### config.mk
export PLATFORM = sky130hd
export DESIGN_NAME = alp_sqrt
export DESIGN_NICKNAME = d
export VERILOG_FILES = /design/src/alp_pkg.sv /design/src/alp_sqrt.sv
export SDC_FILE = /design/constraint.sdc
export NUM_CORES = 1
export LEC_CHECK = 0
export ABC_AREA = 1
export BUFFER_PORTS_ARGS = -buffer_cell sky130_fd_sc_hd__buf_2
export CORE_UTILIZATION = 55
export DETAILED_ROUTE_END_ITERATION = 12
export GPL_ROUTABILITY_DRIVEN = 0
export GPL_TIMING_DRIVEN = 0
export PLACE_DENSITY = 0.76
export SYNTH_ARGS = -nofsm -noshare
export SYNTH_HDL_FRONTEND = slang
export SYNTH_SLANG_ARGS = --single-unit
### constraint.sdc
create_clock -name clk -period 6.73 [get_ports clk]
set_input_delay 0 -clock clk [delete_from_list [all_inputs] [get_ports clk]]
set_output_delay 0 -clock clk [all_outputs]
set_load 0.01 [all_outputs]
### src/alp_pkg.sv
// Shared types, widths, request codes and register indexes for the
// polyline arc length store. No dependencies.
package alp_pkg;

  localparam int MAX_POINTS_DEF = 1024;

  localparam int REQ_W      = 3;
  localparam int POS_W      = 24;
  localparam int DIST_W     = 32;
  localparam int DIFF_W     = POS_W + 1;
  localparam int SQ_W       = 2 * DIFF_W;
  localparam int ROOT_W     = DIFF_W;
  localparam int PROD_W     = DIFF_W + DIST_W + 1;
  localparam int QUO_W      = DIFF_W;
  localparam int MIN_STEP_W = 8;
  localparam int MARGIN_W   = 10;
  localparam int CFG_IDX_W  = 2;
  localparam int CFG_DATA_W = 10;

  localparam logic [MIN_STEP_W-1:0] MIN_STEP_RST = 8'd1;
  localparam logic [MARGIN_W-1:0]   MARGIN_RST   = 10'd100;

  localparam logic [REQ_W-1:0] REQ_CLEAR  = 3'd0;
  localparam logic [REQ_W-1:0] REQ_APPEND = 3'd1;
  localparam logic [REQ_W-1:0] REQ_QUERY  = 3'd2;
  localparam logic [REQ_W-1:0] REQ_TRIM   = 3'd3;
  localparam logic [REQ_W-1:0] REQ_READ   = 3'd4;

  localparam logic [CFG_IDX_W-1:0] CFG_MIN_STEP       = 2'd0;
  localparam logic [CFG_IDX_W-1:0] CFG_DISCARD_MARGIN = 2'd1;

  typedef struct packed {
    logic signed [POS_W-1:0] x;
    logic signed [POS_W-1:0] y;
    logic signed [POS_W-1:0] z;
    logic [DIST_W-1:0]       d;
  } point_t;

endpackage

### src/alp_sqrt.sv
// Iterative integer square root, two radicand bits per cycle.
// Depends on alp_pkg for default widths.
module alp_sqrt #(
  parameter int ROOT_W = alp_pkg::ROOT_W
) (
  input  logic                  clk,
  input  logic                  rst_n,
  input  logic                  start,
  input  logic [2*ROOT_W-1:0]   radicand,
  output logic                  done,
  output logic [ROOT_W-1:0]     root
);

  localparam int CW = $clog2(ROOT_W + 1);

  logic [2*ROOT_W-1:0] rad_r;
  logic [ROOT_W:0]     rem_r;
  logic [ROOT_W-1:0]   res_r;
  logic [CW-1:0]       cnt_r;
  logic                busy_r;
  logic                done_r;
  logic [ROOT_W+2:0]   rem_sh;
  logic [ROOT_W+2:0]   trial;
  logic                take;

  assign rem_sh = {rem_r, rad_r[2*ROOT_W-1 -: 2]};
  assign trial  = {1'b0, res_r, 2'b01};
  assign take   = rem_sh >= trial;

  always_ff @(posedge clk) begin
    if (!rst_n) begin
      busy_r <= 1'b0;
      done_r <= 1'b0;
      cnt_r  <= '0;
    end else begin
      done_r <= 1'b0;
      if (start) begin
        busy_r <= 1'b1;
        cnt_r  <= CW'(ROOT_W);
        rad_r  <= radicand;
        rem_r  <= '0;
        res_r  <= '0;
      end else if (busy_r) begin
        rad_r <= {rad_r[2*ROOT_W-3:0], 2'b00};
        if (take) begin
          rem_r <= ROOT_W'(1) == 0 ? '0 : (ROOT_W+1)'(rem_sh - trial);
          res_r <= {res_r[ROOT_W-2:0], 1'b1};
        end else begin
          rem_r <= (ROOT_W+1)'(rem_sh);
          res_r <= {res_r[ROOT_W-2:0], 1'b0};
        end
        cnt_r <= cnt_r - 1'b1;
        if (cnt_r == CW'(1)) begin
          busy_r <= 1'b0;
          done_r <= 1'b1;
        end
      end
    end
  end

  assign done = done_r;
  assign root = res_r;

endmodule

==> results, run 1 <==
- The number of clock buffers added by TritonCTS is 9.
- After clock tree synthesis, the flow added hold-fix buffers numbering a little over 50.
- The number of inserted filler cells in the final layout is 923.
- STA puts the critical path data required time at 6.86 ns.
- In this run, synthesis produced a sequential element count of 108.
- The number of sinks handled by clock tree synthesis is between 100 and 150.
- The area added between synthesis and finish is 22.20%.
- After detailed routing, the average wire length per cell comes to 13.96 µm.
- The maximum ir drop on the vdd rail is 0.1704 mV.
- The number of global-route vias before repair is 5813.
- For this configuration, the core starts out at a cell density of 57.21%.
- Prior to clock tree synthesis, the placed netlist has a worst setup slack of 4.289 ns.
- STA classifies the critical path startpoint as a flip-flop.
- Port buffering added 78 buffers.
- The final routed DRC violation total is 4.
- TritonCTS built the clock tree.
- The final critical path time including I/O delays and setup is ~2.5 ns.
- For this design the top-level I/O count stands at 79.
- For this run, the register share of the synthesized area comes to a little under half.
- The clock passes through at most 2 buffers.
- For this run, global-route usage on met3 was measured as 5.171%.
- Setup violations remaining at the end of the flow were counted as 0.
- The number of antenna violations at the first check in global routing is 0.
- The worst setup path is of the flip-flop to flip-flop kind.
- The chip width is 111.9 µm.
- The global routing stage identified its most utilized layer as met2.
- The count of nets after finishing is 1102.
- The ratio of routed vias to standard cells is 5.082.
- At the pin with the least slew margin, the transition time is 0.8675 ns.
- After clock tree synthesis, the clock-pin slew on the worst setup and hold paths is 0.08 ns.
- The maximum frequency from static timing analysis is 0.4013 GHz.
- In this run the number of H-tree levels came out at 3.
- The maximum number of pins on one net before global-route repair is 31.
- The checks that failed: design-rule violations.
- The routed via count is 5936.
- Setup repair after global routing left no endpoint under its margin.
- Summed over all cells, the static leakage comes to 0.004160 µW.
- The max capacitance violation total is 0.
- The relative slew slack is a little over two fifths.
- From bottom edge to top edge, the die measures approximately 110 µm.
- The clock latency at the later pin of the worst-skew pair is between 0.3 and 0.4 ns.
- The quantity of gates resized following cts is 0.
- The met2 usage is around half.
- Of the available clock period, the critical path in the final layout requires 37.03%.
- After the first detailed-routing iteration, the DRC count stood at 460.
- The post-placement cell area is 7292 µm².
- The first detailed-routing pass ran for 9 iterations.
- Summing all multi-input logic gate instances after layout gives 2864 µm².
- Power spread over the standard cell area amounts to ~230 nW/µm².
- The type of destination of the critical path is a flip-flop.
- Registers take about 3200 µm².
- The cell area after layout is between 8000 and 9000 µm².
- Global routing consumed, over all layers together, 27.83% of the routing resources.
- For flop-to-flop paths, the worst setup slack is 4.24 ns.
- The max-slew violation total from the final report is 0.
- The floorplan step defined a core boundary enclosing 11610 µm².
- During synthesis, Yosys emitted a total of 0 warnings.
- The die covers 12520 µm².
- The placement row count is 39.
- The run finished, with violations left.
- The netlist uses 36 different library cells.
- Of all nets on the critical path, the largest fanout is 10.
- Hold timing on the final database bottoms out at a slack of 0.3175 ns.
- The first global-routing pass estimated about 27 mm of wire.
- The average instance in the mapped netlist occupies 7.576 µm².
- The post-synthesis cell area is between 6000 and 7000 µm².
- The final antenna-violating net count is 0.
- Data on the critical path arrives at its endpoint at 2.62 ns.
- The aggregate routed wire length is 16.30 mm.
- Counting every net in the synthesized netlist gives 959.
- The worst hold path belongs to the class input pin to flip-flop.
- For the final database, setup skew stands at 0.008542 ns.
- Global routing consumed, on the met1 layer, 34.57% of the routing resources.
- The gate count after technology mapping is 877.
- Summed over all nets, the half-perimeter wirelength after detailed placement is 10.72 mm.
- The final worst-path setup slack is 4.238 ns.
- The share of final-layout standard cells stronger than drive strength 1 is 12.29%.
- The global-route congestion overflow total is 0.
- The buffer type at the clock tree root is sky130_fd_sc_hd__clkbuf_16.
- The count of endpoints failing hold in the final timing report is 0.
- The post-CTS setup buffer count is 0.
- The number of antenna diodes in the final layout is 0.
flip-flops by register name (all words and copies together), names as in the netlist:
register  flops
rad_r        50
rem_r        26
root         25
cnt_r         5
busy_r        1
done          1
stage by stage:
stage	power, µW	TNS, ns	utilization (%)	std cells
final	1891	0	69.91	1168
after global routing	1990	0	69.91	1168
after CTS	1883	0	69.91	1168
after detailed placement	1303	0	62.79	1101
after global placement	1299	-129.89	62.11	1098
after floorplan	1183	0	-	877
logic make-up after synthesis:
kind of cell,count (synthesis),share of synthesized area [%]
buf+inv,153,9.303
fa+ha+maj,29,5.461
simple gates,544,33.11
xor+xnor,11,1.450
compound gates,32,2.919
flops,108,47.76
metal layers:
metal,up-vias,share of wire (%)
met5,-,0
met4,0,2.0
met3,24,6.2
met2,185,48
met1,2719,44
li1,3008,-
cell usage after synthesis (all sizes together):
cell	count	area (µm²)
clkinv	1	3.750
nand3	29	177.7
dfxtp	7	140.1
a211oi	1	7.510
nor2	110	432.9
nor3	2	15.01
o21ai	8	43.79
a21oi	16	91.34
o41ai	1	8.760
and3	1	6.260
a21o	1	7.510
xnor2	7	61.31
nand2	386	1464
ha	29	362.9
nand4	11	68.82
and2	2	12.51
xor2	4	35.03
buf	5	61.30
a31oi	2	12.51
o21bai	3	22.52
edfxtp	101	3033
nand3b	3	22.52
inv	131	491.7
clkbuf	16	61.30
final cells by class:
cell class | instances | area share [%]
buffer | 21 | 1.510
clock buffer | 10 | 2.943
clock inverter | 6 | 0.9555
inverter | 132 | 6.103
multi-input combinational | 616 | 35.28
sequential | 108 | 39.08
tap | 143 | 2.204
timing repair buffer | 132 | 11.93
cell usage in the layout (no fill, tap or decap), drive strengths merged, types with 4 or more instances in the layout:
master | Yosys | final
ha | 29 | 29
inv | 131 | 134
buf | 5 | 86
dfxtp | 7 | 7
nand4 | 11 | 11
nand2 | 386 | 386
nand3 | 29 | 29
edfxtp | 101 | 101
xnor2 | 7 | 7
o21ai | 8 | 8
dlygate4sd3 | 0 | 51
nor2 | 110 | 110
xor2 | 4 | 4
a21oi | 16 | 16
clkbuf | 16 | 26
critical path: stages (launching register included):
cell	delay, ns
sky130_fd_sc_hd__edfxtp_1	0.43
sky130_fd_sc_hd__ha_1	0.40
sky130_fd_sc_hd__nand2_2	0.11
sky130_fd_sc_hd__nor2_2	0.20
sky130_fd_sc_hd__nand4_1	0.12
sky130_fd_sc_hd__nand3_1	0.23
sky130_fd_sc_hd__nand2_2	0.15
sky130_fd_sc_hd__nand3_4	0.21
sky130_fd_sc_hd__buf_8	0.17
sky130_fd_sc_hd__nand3_2	0.10
sky130_fd_sc_hd__nand2_1	0.08
sky130_fd_sc_hd__inv_1	0.04
final timing paths:
path	end	cells after the start	start
setup / recovery	rem_r[22]	11	rem_r[9]
hold / removal	rad_r[4]	4	start
setup reg to reg	rem_r[22]	11	rem_r[9]
hold reg to reg	cnt_r[3]	2	cnt_r[3]
power breakdown:
group / switching, µW / internal (µW) / total (µW)
logic: 311 / 188 / 499
clock network: 260 / 307 / 567
registers: 23.3 / 802 / 825
(Power assumes the default switching activity.)
==> run 2: changes to the inputs <==
==> constraint.sdc (replaced) <==
create_clock -name clk -period 2.35 [get_ports clk]
set_input_delay 0 -clock clk [delete_from_list [all_inputs] [get_ports clk]]
set_output_delay 0 -clock clk [all_outputs]
set_load 0.01 [all_outputs]
==> run 2 against run 1 <==
Effect of this change:
- the run still ends with design-rule violations left
- total power rose to 3.0 times the previous value
- clock skew is 0.0031 ns higher
- setup slack worse by 4.2 ns
- utilization grew 5.6 points
- design area is 8.0% higher
- clock power rose to 2.7 times the previous value
- critical endpoint is now rem_r[9]
- largest cell class is now multi-input combinational cells
- die area is the same
- highest routed layer unchanged
==> results, run 2 (synthesis gave the netlist of run 1 again) <==
- The core box area is approximately 12000 µm².
- The path depth of the worst reg2reg path is 14.
- The post-placement setup slack is -0.06719 ns.
- For this configuration, the core starts out at a cell density of 57.21%.
- The type of destination of the critical path is a flip-flop.
- The path type of the worst setup path is flip-flop to flip-flop.
- Once layout is complete, the utilization of the core stands at 75.49%.
- The count of port buffers added during placement is 78.
- The number of antenna violations at the first check in global routing is 0.
- The relative slew slack is 54.17%.
- The top cell types in the final layout, fill and taps aside, are sky130_fd_sc_hd__nand2_1 (368), sky130_fd_sc_hd__inv_1 (114), sky130_fd_sc_hd__edfxtp_1 (101), sky130_fd_sc_hd__nor2_1 (95), sky130_fd_sc_hd__buf_2 (79).
- The routed wirelength normalized by instance count is 15.24 µm.
- The CTS tree is yes.
- The first global-routing pass estimated 28.13 mm of wire.
- The transition time at the pin with the least slew margin is 0.6860 ns.
- The routed via count is between 6000 and 7000.
- In the final layout, the share of cells above drive strength 1 is 20.11%.
- The flow ran to the end, but the final reports show violations.
- The multi-input combinational cell area is about 3300 µm².
- The number of failing setup endpoints in the final timing report is 0.
- In this run the most critical hold path is launched from start.
- The final reports fail on design-rule violations.
- The number of global-route vias before repair was 6011.
- Buffers inserted during clock tree synthesis total 9.
- Once routing completed, OpenROAD measured the worst setup slack at ~0.066 ns.
- Static timing analysis puts the maximum clock frequency at 0.4378 GHz.
- The number of buffers between clock root and the deepest sink is 2.
- The clock net in this run drives a total of 108 sinks.
- slightly below 80 I/O pins were placed.
- Counting flops per register, the top entry is rad_r.
- Of all nets on the critical path, the largest fanout is 8.
- The max capacitance violation total is 0.
- The area of the die is 12520 µm².
- The area growth from synthesis to layout is 31.96%.
- The slowest stage cell on the critical path is sky130_fd_sc_hd__edfxtp_1.
- Registers take 3174 µm².
- The clock latency at the later pin of the worst-skew pair is approximately 0.37 ns.
- From bottom edge to top edge, the die measures 111.9 µm.
- The cell that appears most often on the critical path is sky130_fd_sc_hd__nand2_1.
- The overall track demand over capacity in global routing is 28.76%.
- The setup slack of the most critical reg-to-reg path is 0.07 ns.
- The post-route clock period utilization is 97.20%.
- The worst hold path cell count is 4.
- The worst hold path endpoint is rad_r[6].
- The signal on the critical path passes through inv_2 > ha_4 > nand2_2 > inv_2 > nand2_1 > nand2_2 > nand2_1 > nand2_2 > a21oi_4 > nand3_4 > buf_12 > nand2_1 > nand2_1 > nor2_2.
- In this run the critical register-to-register path is captured at rem_r[9].
- The largest clock skew in the final design is between 0.01 and 0.015 ns.
- The max-slew violation total from the final report is 0.
- The half-perimeter wire length after placement is 10.94 mm.
- The data required time of the critical path is 2.56 ns.
- The final layout contains routed wiring with a total length of 18.16 mm.
- The final critical path time including I/O delays and setup is 2.284 ns.
- The violation count after the first detailed-route iteration is 459.
- The leading cell type in the layout, fill and taps excluded is sky130_fd_sc_hd__nand2_1.
- Across the VDD grid, the largest voltage drop is 0.4991 mV.
- The detailed-router iteration count before antenna repair is 11.
- The maximum cell stage delay along the critical path is between 0.4 and 0.5 ns.
- The worst register-to-register path begins at root[12].
- The buffer type at the clock tree root is sky130_fd_sc_hd__clkbuf_16.
- The flip-flop count of the largest register, all copies and words added is 50.
- STA classifies the critical path startpoint as a flip-flop.
- In the routed design, unresolved DRC markers number 3.
- The maximum number of pins on one net before global-route repair is 31.
- The final layout contains 1126 nets.
- The ratio of routed vias to standard cells is 5.273.
- The final antenna-violating net count is 0.
- The count of endpoints failing hold in the final timing report is 0.
- Row generation in the floorplan step produced 39 rows.
- The leakage power is 0.004327 µW.
- The clock transition time at the flip-flop clock pins of the worst setup and hold paths is 0.08 ns.
- The chip width is 111.9 µm.
- After filler insertion, the fill cell instance count of the layout stands at 803.
- For the worst setup path, the data arrival time is 2.50 ns.
- The total power density per cell area is ~650 nW/µm².
- The H-tree depth reported by CTS is 3.
- The repair_antennas step left the layout with diodes totalling 0.
- The global-route congestion overflow total is 0.
- The classification of the worst-slack hold path is input pin to flip-flop.
run 2: changes by cell type in the layout (fill, tap and decap cells not counted), sizes merged:
cell and delta:
buf +21, bufinv -1, clkbuf +1, clkinv +1, clkinvlp +1, nand3 +1
run 2: worst max path at each step:
stage / cells past startpoint / startpoint / to / slack (ns)
after floorplan: 2 / busy_r / rad_r[0] / -0.18
after global placement: 4 / busy_r / busy_r / -0.89
after detailed placement: 11 / rem_r[9] / rem_r[22] / -0.07
after CTS: 11 / rem_r[15] / rem_r[9] / 0.005
after global routing: 12 / rem_r[22] / rem_r[21] / -0.05
final: 14 / root[12] / rem_r[9] / 0.07
run 2: cell type report:
type	instances	share of cell area [%]
plain buffers	20	1.441
clock buffers	9	2.569
clock inverters	7	0.8848
inverters	132	5.651
multi-input cells	617	37.19
flip-flops and latches	108	36.21
well taps	143	2.041
repair buffers	156	14.01
run 2: worst max-delay path, delay by kind of cell (launching register included):
family                   cells  cell delay [ns]
AO/OA/AOI/OAI                1             0.21
adder cells (fa/ha/maj)      1             0.22
buffers and inverters        3             0.35
flip-flops                   1             0.41
AND/OR/NAND/NOR              9             0.94
run 2: power breakdown:
group          leakage, µW  switching [µW]  internal (µW)
clock network     0.000144             790            755
registers          0.00104            89.8           2300
logic              0.00315            1000            733
total              0.00433            1880           3790
run 2: repair_timing:
| item | 4_1_cts | 5_1_grt |
|---|---|---|
| endpoints found under the setup margin | 21 | 27 |
| gates cloned | 1 | 3 |
| endpoints found under the hold margin | 54 | 0 |
| hold buffers | 51 | 0 |
| pin swaps | 1 | 18 |
| resized for setup | 4 | 73 |
| setup buffers | 1 | 19 |
run 2: routing by layer:
layer	part of all wire, %	vias up	track usage, %
met5	0	-	0
met4	3.9	0	14.59
met3	6.8	56	4.790
met2	50	263	50.93
met1	40	2900	33.61
li1	-	3067	-
run 2: stage by stage:
stage / power [µW] / cells / cell area, µm² / setup TNS, ns / hold WS (ns)
after floorplan: 3378 / 877 / 6656 / -18.76 / 0.1252
after global placement: 3700 / 1098 / 7226 / -88.85 / 0.2565
after detailed placement: 3747 / 1102 / 7328 / -0.6945 / 0.2660
after CTS: 5345 / 1171 / 8192 / 0 / 0.2979
after global routing: 5947 / 1192 / 8767 / -0.3947 / 0.3365
final: 5669 / 1192 / 8767 / 0 / 0.2890
==> run 3: changes to the inputs <==
--- a/config.mk
+++ b/config.mk
@@ -7,11 +7,12 @@
 export LEC_CHECK = 0
 export ABC_AREA = 1
 export BUFFER_PORTS_ARGS = -buffer_cell sky130_fd_sc_hd__buf_2
-export CORE_UTILIZATION = 55
+export CORE_MARGIN = 1
+export CORE_UTILIZATION = 53
 export DETAILED_ROUTE_END_ITERATION = 12
 export GPL_ROUTABILITY_DRIVEN = 0
 export GPL_TIMING_DRIVEN = 0
-export PLACE_DENSITY = 0.76
+export PLACE_DENSITY = 0.77
 export SYNTH_ARGS = -nofsm -noshare
 export SYNTH_HDL_FRONTEND = slang
 export SYNTH_SLANG_ARGS = --single-unit
==> constraint.sdc (replaced) <==
create_clock -name clk -period 2 [get_ports clk]
set_input_delay 0 -clock clk [delete_from_list [all_inputs] [get_ports clk]]
set_output_delay 0 -clock clk [all_outputs]
set_load 0.01 [all_outputs]
==> run 3 against run 2 <==
Effect of this change:
- the flow finishes with violations (negative setup slack)
- setup slack worse by 0.33 ns
- design area up 5.9%
- cell count rose by 4.5%
- largest cell class unchanged
- largest power group unchanged
==> results, run 3 (synthesis gave the netlist of run 1 again) <==
- The run finished, with violations left.
- The final reports fail on negative setup slack.
- Setup repair after global routing could not meet its margin everywhere.
- The most used routing layer is met2.
- The number of global-route vias before repair is 6299.
- For the worst setup path, the data arrival time is 2.37 ns.
- The clock latency at the later pin of the worst-skew pair is 0.36 ns.
- The aggregate negative setup slack is -5.546 ns.
- Measured along the y axis, the die boundary spans 114.0 µm.
- The number of antenna violations at the first check in global routing is 0.
- Static timing analysis puts the maximum clock frequency at 0.4421 GHz.
- The share of final-layout standard cells stronger than drive strength 1 is 28.20%.
- Entering global routing, the biggest net connects 30 pins.
- Compared with the post-synthesis result, the final layout area differs by 39.72%.
- The count of endpoints failing hold in the final timing report came to 0.
- The H-tree was split into 3 levels.
- TritonCTS built the clock tree.
- The overall track demand over capacity in global routing is 29.19%.
- The leakage power is about 0.0045 µW.
- The max-slew violation total from the final report came to 0.
- In the layout the commonest cells are sky130_fd_sc_hd__nand2_1 (330), sky130_fd_sc_hd__inv_1 (105), sky130_fd_sc_hd__edfxtp_1 (101), sky130_fd_sc_hd__nor2_1 (82), sky130_fd_sc_hd__buf_2 (79).
- The register with the most flip-flops in the layout has 50 of them.
- The biggest fanout along the worst timing path is 6.
- rad_r holds more flip-flops than any other register.
- The maximum ir drop on the vdd rail is 0.6242 mV.
- The final critical path time including I/O delays and setup is ~2.3 ns.
- The transition time at the pin with the least slew margin is 0.8621 ns.
- The library cell used most frequently in the layout, excluding fill and tap cells, is sky130_fd_sc_hd__nand2_1.
- Buffers inserted during clock tree synthesis total 9.
- The path type of the worst setup path is flip-flop to flip-flop.
- The number of buffers between clock root and the deepest sink is 2.
- The relative slew slack is approximately 43%.
- During placement, the flow inserted port buffers numbering 78.
- The routed wirelength normalized by instance count is 15.22 µm.
- The number of sinks handled by clock tree synthesis is 108.
- The count of nets after finishing is roughly 1200.
- The placement row count is 40.
- The final routed DRC violation total is 0.
- The first global-routing pass estimated 29.26 mm of wire.
- Global routing consumed, on the met2 layer, 50.71% of the routing resources.
- The classification of the worst-slack hold path is input pin to flip-flop.
- The area of the die is around 13000 µm².
- Power spread over the standard cell area amounts to 751.2 nW/µm².
- Clock tree synthesis selected as its root buffer the cell sky130_fd_sc_hd__clkbuf_16.
- The global routing met1 resource utilization is 33.96%.
- Clock-pin slew was measured on the worst setup and hold paths at 0.08 ns.
- The number of failing setup endpoints in the final timing report is 27.
- The boundary pin count is 79.
- The core utilization of the finished layout is 76.64%.
- The data required time of the critical path is 2.11 ns.
- The chip width is roughly 110 µm.
- For this configuration, the core starts out at a cell density of 54.86%.
- Across all setup checks in the final design, the least slack found is -0.2621 ns.
- The count of nets left with antenna violations once routing finished came out at 0.
- The final route contains roughly 6400 vias.
- Dividing the detail-routed via count by the number of cells gives 5.174.
- The HPWL after detailed placement is approximately 11 mm.
- Max-cap violations in this run came to 0.
- The detailed-router iteration count before antenna repair is 5.
- The final layout contains routed wiring with a total length of 18.97 mm.
- The total area inside the core boundary comes to 12110 µm².
- The worst setup path is launched from a flip-flop.
- The worst path uses 113.1% of the clock period.
- The violation count after the first detailed-route iteration is roughly 450.
- Global routing consumed, on the met3 layer, 6.217% of the routing resources.
- The worst hold-check slack is ~0.32 ns.
- The antenna diode count is 0.
- The total overflow left after global routing is 0.
- The type of destination of the critical path is a flip-flop.
- For the final database, setup skew stands at 0.009617 ns.
==> run 3: stage by stage <==
stage	std cells	worst slack (ns)	area [µm²]	power, µW
after CTS	1232	-0.1933	8952	6643
after global routing	1246	-0.3619	9283	7305
after global placement	1123	-1.285	7493	4465
after detailed placement	1126	-0.2882	7561	4507
final	1246	-0.2621	9283	6973
after floorplan	877	-0.5339	6893	4068
==> run 3: path summary, 6_finish.rpt <==
kind	start	to	slack, ns	cells past startpoint
max	rem_r[12]	rem_r[8]	-0.26	13
min	start	rad_r[4]	0.32	4
max reg2reg	rem_r[12]	rem_r[8]	-0.26	13
min reg2reg	cnt_r[4]	cnt_r[4]	0.50	2
==> run 3: layer usage <==
metal | vias up | part of all wire [%] | wire length (µm)
li1 | 3119 | - | -
met1 | 2947 | 39 | 7342
met2 | 300 | 50 | 9411
met3 | 81 | 7.2 | 1364
met4 | 0 | 4.5 | 851
met5 | - | 0 | 0
==> run 3: layout make-up <==
class,count,area (µm²)
repair buffers,184,1416
multi-input cells,618,3566
fillers,815,2829
clock inverters,7,68.82
well taps,168,210.2
plain buffers,20,126.4
flip-flops and latches,108,3174
inverters,132,495.5
clock buffers,9,225.2
==> run 3: critical path: stages, from the launching register on <==
cell and delay (ns):
sky130_fd_sc_hd__edfxtp_1 0.44, sky130_fd_sc_hd__ha_4 0.31, sky130_fd_sc_hd__nand2_4 0.07, sky130_fd_sc_hd__nor2_4 0.16, sky130_fd_sc_hd__buf_6 0.14, sky130_fd_sc_hd__nand2_4 0.06, sky130_fd_sc_hd__nor2_4 0.12, sky130_fd_sc_hd__nand3_4 0.10
sky130_fd_sc_hd__nand3_4 0.13, sky130_fd_sc_hd__buf_12 0.16, sky130_fd_sc_hd__buf_12 0.15, sky130_fd_sc_hd__nand2_4 0.05, sky130_fd_sc_hd__nand2_2 0.07, sky130_fd_sc_hd__nor2_2 0.05
==> run 3: report_power, final <==
group	total, µW	internal (µW)	switching [µW]
clock	1760	878	877
sequential	2800	2700	104
combinational	2410	1040	1380
total	6970	4620	2360
==> run 3: repair_timing <==
action,CTS,global route
pin swaps,42,34
setup endpoints to repair,73,56
hold buffers,51,0
cloned,4,1
endpoints found under the hold margin,54,0
setup buffers,36,15
gates resized for setup,67,72
