===== config.mk =====
export PLATFORM = sky130hd
export DESIGN_NAME = alp_div
export DESIGN_NICKNAME = d
export VERILOG_FILES = /design/src/alp_pkg.sv /design/src/alp_div.sv
export SDC_FILE = /design/constraint.sdc
export NUM_CORES = 1
export LEC_CHECK = 0
export BUFFER_PORTS_ARGS = -buffer_cell sky130_fd_sc_hd__buf_2
export CAP_MARGIN = 20
export CORE_AREA = 2 2 158 160
export CTS_BUF_LIST = sky130_fd_sc_hd__clkbuf_4
export DETAILED_ROUTE_END_ITERATION = 8
export DIE_AREA = 0 0 160 162
export PLACE_DENSITY = 0.38
export RECOVER_POWER = 100
export SLEW_MARGIN = 15
export SYNTH_ARGS = -nofsm -noshare
export SYNTH_HDL_FRONTEND = slang
export SYNTH_SLANG_ARGS = --single-unit

===== constraint.sdc =====
create_clock -name clk -period 4.8 [get_ports clk]
set_input_delay 0.48 -clock clk [delete_from_list [all_inputs] [get_ports clk]]
set_output_delay 0.48 -clock clk [all_outputs]
set_load 0.01 [all_outputs]

===== src/alp_pkg.sv =====
// Shared types, widths, request codes and register indexes for the
// polyline arc length store. No dependencies.
package alp_pkg;

  localparam int MAX_POINTS_DEF = 1024;

  localparam int REQ_W      = 3;
  localparam int POS_W      = 24;
  localparam int DIST_W     = 32;
  localparam int DIFF_W     = POS_W + 1;
  localparam int SQ_W       = 2 * DIFF_W;
  localparam int ROOT_W     = DIFF_W;
  localparam int PROD_W     = DIFF_W + DIST_W + 1;
  localparam int QUO_W      = DIFF_W;
  localparam int MIN_STEP_W = 8;
  localparam int MARGIN_W   = 10;
  localparam int CFG_IDX_W  = 2;
  localparam int CFG_DATA_W = 10;

  localparam logic [MIN_STEP_W-1:0] MIN_STEP_RST = 8'd1;
  localparam logic [MARGIN_W-1:0]   MARGIN_RST   = 10'd100;

  localparam logic [REQ_W-1:0] REQ_CLEAR  = 3'd0;
  localparam logic [REQ_W-1:0] REQ_APPEND = 3'd1;
  localparam logic [REQ_W-1:0] REQ_QUERY  = 3'd2;
  localparam logic [REQ_W-1:0] REQ_TRIM   = 3'd3;
  localparam logic [REQ_W-1:0] REQ_READ   = 3'd4;

  localparam logic [CFG_IDX_W-1:0] CFG_MIN_STEP       = 2'd0;
  localparam logic [CFG_IDX_W-1:0] CFG_DISCARD_MARGIN = 2'd1;

  typedef struct packed {
    logic signed [POS_W-1:0] x;
    logic signed [POS_W-1:0] y;
    logic signed [POS_W-1:0] z;
    logic [DIST_W-1:0]       d;
  } point_t;

endpackage


===== src/alp_div.sv =====
// Iterative restoring divider, one quotient bit per cycle. The caller
// guarantees that the quotient fits in QUO_W bits. Depends on alp_pkg.
module alp_div #(
  parameter int DEN_W = alp_pkg::DIST_W,
  parameter int QUO_W = alp_pkg::QUO_W
) (
  input  logic                    clk,
  input  logic                    rst_n,
  input  logic                    start,
  input  logic [DEN_W+QUO_W-1:0]  dividend,
  input  logic [DEN_W-1:0]        divisor,
  output logic                    done,
  output logic [QUO_W-1:0]        quotient
);

  localparam int CW = $clog2(QUO_W + 1);

  logic [DEN_W-1:0] rem_r;
  logic [QUO_W-1:0] lo_r;
  logic [DEN_W-1:0] den_r;
  logic [CW-1:0]    cnt_r;
  logic             busy_r;
  logic             done_r;
  logic [DEN_W:0]   rem_sh;
  logic             take;

  assign rem_sh = {rem_r, lo_r[QUO_W-1]};
  assign take   = rem_sh >= {1'b0, den_r};

  always_ff @(posedge clk) begin
    if (!rst_n) begin
      busy_r <= 1'b0;
      done_r <= 1'b0;
      cnt_r  <= '0;
    end else begin
      done_r <= 1'b0;
      if (start) begin
        busy_r <= 1'b1;
        cnt_r  <= CW'(QUO_W);
        rem_r  <= dividend[DEN_W+QUO_W-1:QUO_W];
        lo_r   <= dividend[QUO_W-1:0];
        den_r  <= divisor;
      end else if (busy_r) begin
        rem_r <= take ? DEN_W'(rem_sh - {1'b0, den_r}) : DEN_W'(rem_sh);
        lo_r  <= {lo_r[QUO_W-2:0], take};
        cnt_r <= cnt_r - 1'b1;
        if (cnt_r == CW'(1)) begin
          busy_r <= 1'b0;
          done_r <= 1'b1;
        end
      end
    end
  end

  assign done     = done_r;
  assign quotient = lo_r;

endmodule


==> results of run 1 <==
==> state kept, by name, indices dropped and copies added, names as in the netlist <==
signal	flops
done	1
rem_r	32
quotient	25
den_r	32
cnt_r	5
busy_r	1
==> placed cells by master (no fill, tap or decap), drive strengths merged, types with 3 or more instances in the layout <==
master   count
nand2b       4
a211o        5
a211oi       4
a21oi       47
nand4        4
nor4b        3
o21a        10
a21o        17
clkinv       5
a2111oi      3
and2         4
nand2       33
inv         50
dfxtp        7
o31ai        3
a21boi       6
o21bai       4
mux2i       24
and4         4
or2          3
nor3         4
and3         9
ha          34
nor2        37
xor2        11
o211ai       5
xnor2       13
edfxtp      89
clkbuf      41
a31oi        3
or3          6
buf         90
o21ai       24
o31a         3
nand3        5
nor3b        3
mux2        28
==> area by class of cell <==
cell class	instances	area [µm²]	share of cell area (%)
Multi-Input combinational cell	391	2890	41.2
Timing Repair Buffer	122	572	8.14
Inverter	48	180	2.57
Antenna cell	2	5.00	0.0713
Clock buffer	9	67.6	0.962
Clock inverter	7	86.3	1.23
Tap cell	324	405	5.77
Sequential cell	96	2810	40.0
==> power breakdown <==
group / switching, mW / internal, mW
Clock: 0.353 / 0.128
Combinational: 0.380 / 0.292
Sequential: 0.0342 / 1.00
Total: 0.767 / 1.42
==> through the flow <==
step | util (%) | area [µm²] | worst slack, ns
finish | 29.1 | 7020 | 0.626
global route | 29.1 | 7020 | 0.253
CTS | 29.3 | 7070 | 0.766
detailed placement | 28.7 | 6920 | 0.843
global placement | 28.7 | 6920 | 0.943
floorplan | - | 6000 | 1.83
==> worst min path at each step <==
stage	start	end	slack [ns]	depth (start not counted)
CTS	divisor[25]	den_r[25]	0.08	1
detailed placement	cnt_r[1]	cnt_r[1]	0.49	2
floorplan	cnt_r[1]	cnt_r[1]	0.47	2
global route	divisor[25]	den_r[25]	0.07	1
global placement	cnt_r[1]	cnt_r[1]	0.48	2
finish	divisor[5]	den_r[5]	0.12	1
==> critical path, stage by stage, from the launching register on <==
cell                       delay (ns)
sky130_fd_sc_hd__edfxtp_1        0.45
sky130_fd_sc_hd__ha_1            0.40
sky130_fd_sc_hd__and3_1          0.31
sky130_fd_sc_hd__nand2_1         0.10
sky130_fd_sc_hd__or3_1           0.39
sky130_fd_sc_hd__o41ai_1         0.40
sky130_fd_sc_hd__a211o_1         0.20
sky130_fd_sc_hd__a211o_1         0.74
sky130_fd_sc_hd__clkbuf_1        0.50
sky130_fd_sc_hd__mux2i_1         0.16
sky130_fd_sc_hd__mux2_2          0.28
==> kinds of logic after synthesis <==
logic type,after synthesis,share of synthesized area [%]
simple gates,124,10.3
buf+inv,70,4.82
flops,96,46.9
compound gates,156,17.6
fa+ha+maj,35,7.42
xor+xnor,24,3.50
mux,52,9.38
==> metal layers <==
| layer | vias up | routed length, µm | global-route usage, % |
|---|---|---|---|
| li1 | 2304 | - | - |
| met1 | 2268 | 7740 | 17.0 |
| met2 | 106 | 7700 | 21.8 |
| met3 | 14 | 723 | 2.96 |
| met4 | 2 | 221 | 4.05 |
| met5 | - | 16 | 0 |
==> run summary, run 1 <==
The final cell count without fillers is 999. Summed over all cells, the static leakage comes to 2.91 nW. The HPWL after detailed placement is 12.2 mm. The width of the die works out to 160 µm.

TritonCTS built the clock tree. The number of placed instances, taps included, is 981. The final route contains 4694 vias. The logs give 2 for the maximum count of clock buffers along a single path and 3 for the number of levels the H-tree was split into. Post-CTS timing repair inserted 0 buffers for setup. In this run the mean area of a mapped cell was 10.8 µm². For this run, asynchronously set or reset flops after synthesis account for 0%. Clock-pin slew was measured on the worst setup and hold paths at 0.20 ns.

The run finished, with violations left. The routed length per instance came out at 16.4 µm. The setup-violating endpoint count in the final report is 0. The number of gates resized after CTS was 0. The tightest hold path in the finished design has a slack of 0.123 ns.

The initialized floorplan defines 57 standard-cell rows. The most critical setup path has its startpoint at rem_r[7]. 118 I/O pins were placed.

In the final timing run, aggregate negative setup slack is 0 ns. The cell at the root of the clock tree is sky130_fd_sc_hd__clkbuf_4. The worst path in the final design needs a cycle of 4.17 ns, including I/O delays and setup. In this run the worst hold path is classified as in -> reg. Across the routed clock network, the largest skew measured is 0.0346 ns. The overall power consumption was 2.19 mW; the initial standard-cell utilization of the core was 24.9%. In this run the remaining antenna-violating nets after routing total 0. Worst reg2reg path startpoint: rem_r[7]. The cell area that synthesis handed to floorplanning was 0.00600 mm².

IR analysis of the VDD net gives a maximum drop of 150 µV. The setup path with the least slack is of type reg -> reg. The number of hold buffers added after CTS was 0.

The tools report the synthesized instance count as 557. In this run the critical register-to-register path is captured at rem_r[0]. The core region is 0.0241 mm².

For the number of clock sinks, the log shows 96. The most used flip-flop cell after synthesis is sky130_fd_sc_hd__edfxtp_1. Buffers placed on the I/O ports in this run total 117. The number of hold violations in the final report came out at 0.

The filler cells instantiated in the layout total 2646. The run gives 0.838 as the routability congestion estimate. Entering global routing, the biggest net connects 57 pins. The final critical path takes up 86.9% of the cycle. The share of cells above drive strength 1 is 21.2%. The final reports fail on max-capacitance violations, max-slew violations.

Setup repair after global routing left no endpoint under its margin. Using the TritonRoute via totals, the vias-per-cell ratio works out to 4.70. In the synthesized netlist, the cells that appear most often are sky130_fd_sc_hd__edfxtp_1 (89), sky130_fd_sc_hd__inv_1 (48), sky130_fd_sc_hd__a21oi_1 (47), sky130_fd_sc_hd__nor2_1 (37), sky130_fd_sc_hd__ha_1 (34).

The layout overhead on the synthesized area is 17.1%. In this run the worst path has a maximum fanout of 22. For this design the ratio of total power to cell area is 312 mW/mm².

Cell type with the largest total area after synthesis: sky130_fd_sc_hd__edfxtp_1. Yosys attributes the largest share of cell area to sky130_fd_sc_hd__edfxtp_1 (45%), sky130_fd_sc_hd__ha_1 (7.1%), sky130_fd_sc_hd__mux2_2 (4.9%). The wire length of the first global-routing pass was 26.8 mm. The total global-route track usage was 13.1%. The logs give 16.4 mm for the routed wire length and 0 for the sum of overflow across all layers after global routing. The share of synthesized area in the top cell type comes to 44.5%. The termination of the worst setup path was rem_r[0].

The setup check on the worst reg-to-reg path leaves a slack of 0.63 ns. The number of max-capacitance violations reported is 4. Number of buffers added by the clock tree synthesis step: 9. The number of global-route vias before repair is 5037, and the relative slew slack is -53.7%. The worst setup path is launched from a register. The required time at the worst-slack endpoint is 5.06 ns. At the end of the flow, the number of nets in the layout was 795. The logs give 64 for the number of different library cells in the post-synthesis netlist and 0 for the count of yosys warnings during synthesis. The max-slew violation count is 157. By instance count, the leading cell after synthesis is sky130_fd_sc_hd__edfxtp_1. In this run, synthesis inferred 89 flip-flops with an integrated enable.

Counting every net in the synthesized netlist gives 684. The tools report the number of design-rule violations left by the first detailed-router iteration as 277. At the worst endpoint, the arrival time is 4.44 ns. The first TritonRoute pass finished after 4 iterations. The synthesized design contains 96 register bits. The run gives 0.52 ns as the clock network latency to the later pin of the worst-skew pair. The slew at the pin with the worst max-slew slack was 2.31 ns; the logic depth of the worst register-to-register path was 10.

The number of antenna violations at the first check in global routing was 2; the number of remaining DRC errors was 0. The tools report the element type at the critical path end as a register. The tools report the overall die area as 0.0259 mm². Derived from the worst setup path, the maximum achievable clock frequency is 0.240 GHz.

The part of the Yosys area used for sequential elements is 46.9%. The die span in y was 162 µm.
Power figures use the tool's default switching activity.
==> inputs of run 2 (changes only) <==
--- a/config.mk
+++ b/config.mk
@@ -7,11 +7,13 @@
 export LEC_CHECK = 0
 export BUFFER_PORTS_ARGS = -buffer_cell sky130_fd_sc_hd__buf_2
 export CAP_MARGIN = 20
-export CORE_AREA = 2 2 158 160
+export CELL_PAD_IN_SITES_DETAIL_PLACEMENT = 0
+export CELL_PAD_IN_SITES_GLOBAL_PLACEMENT = 1
+export CORE_AREA = 2 2 115 117
 export CTS_BUF_LIST = sky130_fd_sc_hd__clkbuf_4
 export DETAILED_ROUTE_END_ITERATION = 8
-export DIE_AREA = 0 0 160 162
-export PLACE_DENSITY = 0.38
+export DIE_AREA = 0 0 117 119
+export PLACE_DENSITY = 0.83
 export RECOVER_POWER = 100
 export SLEW_MARGIN = 15
 export SYNTH_ARGS = -nofsm -noshare
==> run 2 against run 1 <==
The flow still finishes with violations (max-capacitance violations, max-slew violations). Core utilization up 24 points. Global-route usage up 7.9 points. Cell area down 2.4%. Cell count down 15%. Sequential cell count unchanged. Non-clock buffer count unchanged. Sequential share of layout area up 0.98 points. Routed wire length down 15%. Worst setup slack better by 0.17 ns. Fmax up 4.2%. Die area down 46%. Largest power group unchanged.
==> run summary, run 2 (synthesized netlist as in run 1, its figures left out) <==
The path class of the lowest-slack min-delay path is in -> reg. The layout overhead on the synthesized area came out at 14.3%. The largest fanout on the critical path is 15 (-32%), and the I/O pin count is 118 (unchanged). STA classifies the critical path endpoint as a register. The worst register-to-register path ends at rem_r[7]. Cell at the root of the clock tree: sky130_fd_sc_hd__clkbuf_4. The required time at the worst-slack endpoint is 5.04 ns (-0.02 ns). For the total global-route track usage, the log shows 21.0% (+7.9 points).

Most common library cell in the layout ignoring fill and taps: sky130_fd_sc_hd__buf_2. The number of hold violations in the final report is 0 (unchanged), and the total power per unit cell area is 324 mW/mm² (+3.9%). The worst min-delay path endpoint is den_r[11].

The slew at the pin with the worst max-slew slack was 2.17 ns (-0.138 ns). Width of the die: 117 µm (-27%). The number of design-rule violations left by the first detailed-router iteration is 241 (-13%), and the number of max-capacitance violations reported is 2 (-2).

The logs give 0.0139 mm² (-46%) for the overall die area and 0.80 ns (+0.17 ns) for the reg2reg setup slack. The number of clock sinks is 96 (unchanged), and the sum of negative setup slack is 0 ns (unchanged). Count of cells along the worst hold path: 1 (unchanged).

The tools report the routability congestion estimate as 0.848 (+1.3%). The wire length of the first global-routing pass was 22.9 mm (-14%); the routed length per instance was 16.3 µm (-0.42%). For the final antenna diode count, the log shows 0 (-2). Number of hold buffers added after cts: 0 (unchanged). The logs give 46.6% (+22 points) for the initial standard-cell utilization of the core and 0 (unchanged) for the number of cells upsized or downsized after cts. The number of global-route vias before repair was 4578 (-9.1%). Clock period minus final worst setup slack: 4.00 ns (-0.170 ns). The number of fillers in the final layout is 1181 (-55%), and the cell area after layout is 0.00686 mm² (-2.4%). The post-CTS clock slew at the launch and capture registers of the worst setup and hold paths is 0.17 ns (-0.03 ns), and the number of remaining DRC errors is 0 (unchanged).

The run gives 0.48 ns (-0.04 ns) as the clock network latency to the later pin of the worst-skew pair. Critical path start-end classification: reg -> reg. The number of buffers added by the clock tree synthesis step was 9 (unchanged).

The via count is 4567 (-2.7%). Setup repair after global routing left no endpoint under its margin. The area of the core region is 0.0129 mm² (-47%), and the estimated wirelength of the detail-placed design is 10.3 mm (-15%). The logs give 3 (unchanged) for the number of levels the H-tree was split into and 2.93 nW (+0.77%) for the leakage power. The final reports fail on max-capacitance violations, max-slew violations. The number of buffers added on ports was 117 (unchanged). The share of cells above drive strength 1 is 21.7% (+0.45 points), and the maximum resistive drop on vdd is 181 µV (+20%).

The tools report the setup-violating endpoint count in the final report as 0 (unchanged). In the layout the commonest cells are sky130_fd_sc_hd__buf_2 (90), sky130_fd_sc_hd__edfxtp_1 (89), sky130_fd_sc_hd__inv_1 (47), sky130_fd_sc_hd__a21oi_1 (47), sky130_fd_sc_hd__nor2_1 (37). The maximum operating frequency is 0.250 GHz (+4.2%), and the max-slew violation count is 83 (-47%).

The tools report the antenna violation net count after detailed routing as 0 (unchanged). The row count was 42 (-26%); the logic depth of the worst register-to-register path was 10 (unchanged). The largest net degree at the start of global routing is 52 (-8.8%), and the number of iterations in the first detailed-routing pass is 4 (unchanged). The final worst clock skew was 0.0196 ns (-0.0150 ns); the buffers inserted during post-CTS setup optimization was 0 (unchanged). The maximum count of clock buffers along a single path came out at 2 (unchanged). Startpoint class of the critical path: a register. The number of antenna violations at the first check in global routing was 0 (-2); the relative slew slack was -44.5% (+9.2 points). The post-detailed-route via-to-cell ratio was 5.38 (+14%). TritonCTS built the clock tree. In this run the critical register-to-register path is launched from rem_r[9]. The die span in y came out at 119 µm (-27%). The final layout net count was 795 (unchanged); the setup slack at placement was 1.36 ns (+0.520 ns). The sum of overflow across all layers after global routing is 0 (unchanged). Area of placed instances: 0.00674 mm² (-2.7%). The run finished, with violations left. The ratio of final minimum period to clock period was 83.4% (-3.5 points).

In this run the most critical hold path is launched from divisor[11]. Data arrival time of the critical path: 4.25 ns (-0.19 ns). The routed wire length is 13.9 mm (-15%), and the worst setup margin is 0.796 ns (+0.170 ns).
==> run 2: per-layer routing <==
metal	part of all wire, %	up-vias	routed length, µm	track usage, %
li1	-	2299	-	-
met1	48	2129	6640	29.9
met2	44	125	6150	31.8
met3	6.7	14	929	4.89
met4	1.1	0	159	6.54
met5	0	-	0	0
==> run 2: metrics by stage <==
| stage | hold WS (ns) | utilization [%] | total power [mW] | cells |
|---|---|---|---|---|
| 2_1_floorplan | 0.468 | - | 1.55 | 557 |
| 3_3_place_gp | 0.483 | 52.3 | 1.71 | 833 |
| 3_5_place_dp | 0.511 | 52.3 | 1.72 | 833 |
| 4_1_cts | 0.123 | 53.6 | 2.24 | 849 |
| 5_1_grt | 0.120 | 53.2 | 2.35 | 849 |
| 6_report | 0.156 | 53.2 | 2.22 | 849 |
==> run 2: worst max path at each step <==
| stage | startpoint | endpoint | slack (ns) | cells past startpoint |
|---|---|---|---|---|
| 2_1_floorplan | rem_r[0] | rem_r[7] | 1.83 | 10 |
| 3_3_place_gp | quotient[24] | rem_r[28] | 1.38 | 12 |
| 3_5_place_dp | quotient[24] | rem_r[28] | 1.36 | 12 |
| 4_1_cts | quotient[24] | rem_r[28] | 1.34 | 12 |
| 5_1_grt | rem_r[0] | rem_r[7] | 0.59 | 10 |
| 6_report | rem_r[9] | rem_r[7] | 0.80 | 10 |
==> run 2: worst max-delay path, cell delays in order (launching register included) <==
cell                       delay [ns]
sky130_fd_sc_hd__edfxtp_1        0.44
sky130_fd_sc_hd__ha_1            0.40
sky130_fd_sc_hd__nand2_1         0.10
sky130_fd_sc_hd__o21ai_1         0.28
sky130_fd_sc_hd__a21oi_1         0.12
sky130_fd_sc_hd__a31oi_1         0.44
sky130_fd_sc_hd__o311a_1         0.33
sky130_fd_sc_hd__a211o_1         0.17
sky130_fd_sc_hd__clkbuf_1        0.88
sky130_fd_sc_hd__mux2_4          0.35
sky130_fd_sc_hd__mux2_4          0.25
==> run 2: cell type report <==
cell class              count  area, µm²  share of cell area [%]
well taps                 176        220                    3.21
multi-input cells         391       2890                    42.2
inverters                  48        180                    2.63
clock buffers               9       67.6                   0.986
flip-flops and latches     96       2810                    41.0
repair buffers            122        579                    8.45
clock inverters             7        104                    1.51
==> run 2: report_power, final <==
part / internal [mW] / switching, mW
clock: 0.218 / 0.307
sequential: 1.00 / 0.0339
combinational: 0.295 / 0.364
==> inputs of run 3 (changes only) <==
--- a/config.mk
+++ b/config.mk
@@ -5,15 +5,16 @@
 export SDC_FILE = /design/constraint.sdc
 export NUM_CORES = 1
 export LEC_CHECK = 0
+export ABC_AREA = 1
 export BUFFER_PORTS_ARGS = -buffer_cell sky130_fd_sc_hd__buf_2
 export CAP_MARGIN = 20
 export CELL_PAD_IN_SITES_DETAIL_PLACEMENT = 0
 export CELL_PAD_IN_SITES_GLOBAL_PLACEMENT = 1
-export CORE_AREA = 2 2 115 117
+export CORE_AREA = 2 2 139 141
 export CTS_BUF_LIST = sky130_fd_sc_hd__clkbuf_4
 export DETAILED_ROUTE_END_ITERATION = 8
-export DIE_AREA = 0 0 117 119
-export PLACE_DENSITY = 0.83
+export DIE_AREA = 0 0 141 143
+export PLACE_DENSITY = 0.74
 export RECOVER_POWER = 100
 export SLEW_MARGIN = 15
 export SYNTH_ARGS = -nofsm -noshare
==> constraint.sdc (replaced) <==
create_clock -name clk -period 3.3 [get_ports clk]
set_input_delay 0.33 -clock clk [delete_from_list [all_inputs] [get_ports clk]]
set_output_delay 0.33 -clock clk [all_outputs]
set_load 0.01 [all_outputs]
==> run 3 against run 2 <==
The run still ends with max-capacitance violations, max-slew violations left. Sequential power rose by 44%. Fmax grew 43%. Routed wire length grew 38%.
==> run summary, run 3 <==
Share of cells above drive strength 1: 13.8% (-7.9 points). The total global-route track usage was 19.3% (-1.7 points); the switching power total was 1.23 mW (+74%). TritonCTS built the clock tree.

The proportion of synthesized flip-flops having asynchronous set or reset works out to 0% (unchanged). The maximum operating frequency was 0.358 GHz (+43%); the routed length per instance was 14.2 µm (-13%). The flow ran to the end, but the final reports show violations.

For the number of max-capacitance violations reported, the log shows 3 (+1). The mean area per synthesized cell was 7.30 µm² (-32%). Overall die area: 0.0202 mm² (+45%). The layout overhead on the synthesized area was 16.7%; the share of total power in the clock network was 21.3% (-2.3 points).

The number of remaining DRC errors is 0 (unchanged). The run gives 3.57 ns (-1.47 ns) as the required time at the worst-slack endpoint. Traced cell by cell, the critical path runs through ha_1, nand2_1, nor3_1, nand2_1, nor2_1, nand2_4, nand2_8, nand2_1, nand3_1, nand2_1. In this design, the critical path's most frequently occurring cell is sky130_fd_sc_hd__nand2_1.

Area of the core region: 0.0186 mm² (+44%). The worst setup margin is 0.505 ns (-0.291 ns). Element type at the critical path end: a register.

The number of global-route vias before repair was 5988 (+31%); the largest fanout on the critical path was 34 (+19). The proportion of total power due to net switching is 36.5% (+4.8 points). The row count was 50 (+19%); the number of design-rule violations left by the first detailed-router iteration was 286 (+19%). The run gives 0 ns (unchanged) as the sum of negative setup slack.

The worst setup path is of the reg -> reg kind. The antenna violation net count after detailed routing is 0 (unchanged), and the number of buffers added by the clock tree synthesis step is 9 (unchanged). The logs give 34.1% (+4.4 points) for the power share of the combinational group and 0 (unchanged) for the buffers inserted during post-CTS setup optimization. The startpoint class of the critical path is a register. The area share of the largest cell type after synthesis was 38.2% (-6.3 points). The max-slew violation count was 126 (+52%). The most used flip-flop cell after synthesis is sky130_fd_sc_hd__edfxtp_1. The sum of overflow across all layers after global routing is 0 (unchanged), and the number of hold violations in the final report is 0 (unchanged).

The synthesized instance count was 959 (+72%). The via count is 6151 (+35%), and the net count after synthesis is 1086 (+59%). The worst hold path belongs to the class in -> reg. The final cell count without fillers was 1344 (+58%); the maximum resistive drop on vdd was 191 µV (+5.6%). For the maximum count of clock buffers along a single path, the log shows 2 (unchanged).

The number of iterations in the first detailed-routing pass is 4 (unchanged), and the width of the die is 141 µm (+21%). The tools report the final worst clock skew as 0.0276 ns (+0.00796 ns). The run gives 0 (unchanged) as the setup-violating endpoint count in the final report.

Initial standard-cell utilization of the core: 37.7% (-8.9 points). The final layout net count came out at 1230 (+55%). The tools report the routed wire length as 19.1 mm (+38%). In the layout the commonest cells are sky130_fd_sc_hd__nand2_1 (396), sky130_fd_sc_hd__inv_1 (163), sky130_fd_sc_hd__edfxtp_1 (89), sky130_fd_sc_hd__buf_2 (89), sky130_fd_sc_hd__nand3_1 (69). The number of buffers added on ports works out to 117 (unchanged). The final reports fail on max-capacitance violations, max-slew violations. The number of enable-type register cells in the synthesized netlist was 89 (unchanged). The tools report the part of the Yosys area used for sequential elements as 40.2% (-6.7 points). The run gives 59 (+13%) as the largest net degree at the start of global routing. The relative contribution of sequential cells to total power is 44.6% (-2.1 points), and the routability congestion estimate is 0.946 (+12%). For the relative slew slack, the log shows -83.3% (-39 points). The logs give 96 (unchanged) for the number of clock sinks and 14.2 mm (+38%) for the estimated wirelength of the detail-placed design. The clock period minus final worst setup slack works out to 2.80 ns (-1.21 ns). The total power per unit cell area works out to 412 mW/mm² (+27%). Area of placed instances: 0.00779 mm² (+16%). CTS placed an instance of sky130_fd_sc_hd__clkbuf_4 at the clock tree root. The flip-flop and latch count after synthesis was 96 (unchanged). The run gives 0.101 ns (-0.0558 ns) as the final worst hold slack. Ranked by instance count, the synthesized netlist is headed by sky130_fd_sc_hd__nand2_1 (388), sky130_fd_sc_hd__inv_1 (163), sky130_fd_sc_hd__edfxtp_1 (89), sky130_fd_sc_hd__nand3_1 (64), sky130_fd_sc_hd__nor2_1 (41). For the leakage power, the log shows 4.22 nW (+44%).

Summed over all instances, the cell type with the most area after synthesis is sky130_fd_sc_hd__edfxtp_1. The library cell used most frequently in the layout, excluding fill and tap cells, is sky130_fd_sc_hd__nand2_1. Yosys attributes the largest share of cell area to sky130_fd_sc_hd__edfxtp_1 (38%), sky130_fd_sc_hd__nand2_1 (21%), sky130_fd_sc_hd__inv_1 (8.7%). For this design, the slowest cell found on the critical path is sky130_fd_sc_hd__edfxtp_1. The wire length of the first global-routing pass was 30.4 mm (+33%); the number of antenna violations at the first check in global routing was 1 (+1). Slew at the pin with the worst max-slew slack: 2.75 ns (+0.581 ns).

Most instantiated library cell after synthesis: sky130_fd_sc_hd__nand2_1. The post-CTS clock slew at the launch and capture registers of the worst setup and hold paths was 0.18 ns (about the same); the delay of the slowest cell on the worst path was 0.45 ns (-0.43 ns). The number of different library cells in the post-synthesis netlist was 41 (-36%).

Setup repair after global routing left no endpoint under its margin. The number of levels the H-tree was split into is 3 (unchanged), and the clock network latency to the later pin of the worst-skew pair is 0.49 ns (about the same). The die span in y was 143 µm (+20%). Ratio of final minimum period to clock period: 84.7% (+1.3 points). Number of cells upsized or downsized after cts: 0 (unchanged). The data arrival time of the critical path is 3.07 ns (-1.18 ns). The count of cells along the worst hold path is 3 (+2), and the total instance count after detailed placement is 1294 (+55%).

For the cell area after layout, the log shows 0.00817 mm² (+19%). The internal cell power is 2.13 mW (+41%), and the logic depth of the worst register-to-register path is 10 (unchanged). The run gives 0.561 ns (-0.802 ns) as the setup slack at placement. The I/O pin count was 118 (unchanged). The count of yosys warnings during synthesis is 0 (unchanged).

The run gives 0.00700 mm² (+17%) as the area of the mapped netlist. The post-detailed-route via-to-cell ratio was 4.58 (-15%).
## run 3: cell types whose count changed in the layout (fill, tap and decap cells not counted), moves of 10 or more
cell | before | now
sky130_fd_sc_hd__inv_2 | 0 | 10
sky130_fd_sc_hd__nand2_1 | 33 | 396
sky130_fd_sc_hd__xor2_1 | 11 | 1
sky130_fd_sc_hd__nand3b_1 | 2 | 26
sky130_fd_sc_hd__mux2i_1 | 24 | 0
sky130_fd_sc_hd__inv_1 | 47 | 163
sky130_fd_sc_hd__mux2_2 | 26 | 0
sky130_fd_sc_hd__nand2_2 | 0 | 14
sky130_fd_sc_hd__dlygate4sd3_1 | 0 | 32
sky130_fd_sc_hd__nand3_1 | 4 | 69
sky130_fd_sc_hd__a21o_1 | 17 | 1
sky130_fd_sc_hd__o21ai_0 | 22 | 5
sky130_fd_sc_hd__a21oi_1 | 47 | 18
## run 3: stage by stage
step	power, mW	utilization (%)
finish	3.36	43.9
global route	3.61	43.9
CTS	3.43	44.3
detailed placement	2.67	41.9
global placement	2.67	41.9
floorplan	2.37	-
## run 3: power groups by stage
stage / Combinational (mW) / Clock, mW / Sequential [mW]
detailed placement: 1.15 / 0 / 1.52
global placement: 1.15 / 0 / 1.52
CTS: 1.18 / 0.748 / 1.50
finish: 1.15 / 0.715 / 1.50
floorplan: 0.848 / 0 / 1.52
global route: 1.31 / 0.789 / 1.51
## run 3: metal layers
layer  vias to the layer above  track usage [%]  wire length (µm)  share of wire, %
met4                         0             5.21               320               1.7
met1                      2724             26.7              9600                50
met3                        21             3.79               839               4.4
met5                         -                0                 0                 0
li1                       3278                -                 -                 -
met2                       128             31.1              8370                44
## run 3: critical path: cells and delay by family, from the launching register on
kind | cells | cell delay (ns)
DFF | 1 | 0.45
adders and majority gates | 1 | 0.39
and+or+nand+nor | 9 | 1.72
## run 3: area by class of cell
cell class,count,area (µm²)
multi-input combinational,667,3350
clock buffer,10,75.1
antenna,2,5.00
tap,234,293
timing repair buffer,155,901
sequential,96,2810
fill,1986,10400
clock inverter,6,75.1
inverter,174,653
## run 3: final timing paths
kind	startpoint	end	slack [ns]
max	rem_r[28]	rem_r[23]	0.50
min	dividend[8]	quotient[8]	0.10
max reg2reg	rem_r[28]	rem_r[23]	0.50
min reg2reg	cnt_r[3]	cnt_r[3]	0.48
## run 3: logic make-up after synthesis
logic type,count (synthesis),synth area share (%)
compound gates,35,2.97
buf+inv,196,11.4
simple gates,582,37.2
xor+xnor,15,1.88
flops,96,40.2
fa+ha+maj,35,6.37
## run 3: repair_timing
action	4_1_cts	5_1_grt
hold buffers	30	2
hold endpoints to repair	30	2
setup endpoints to repair	0	0
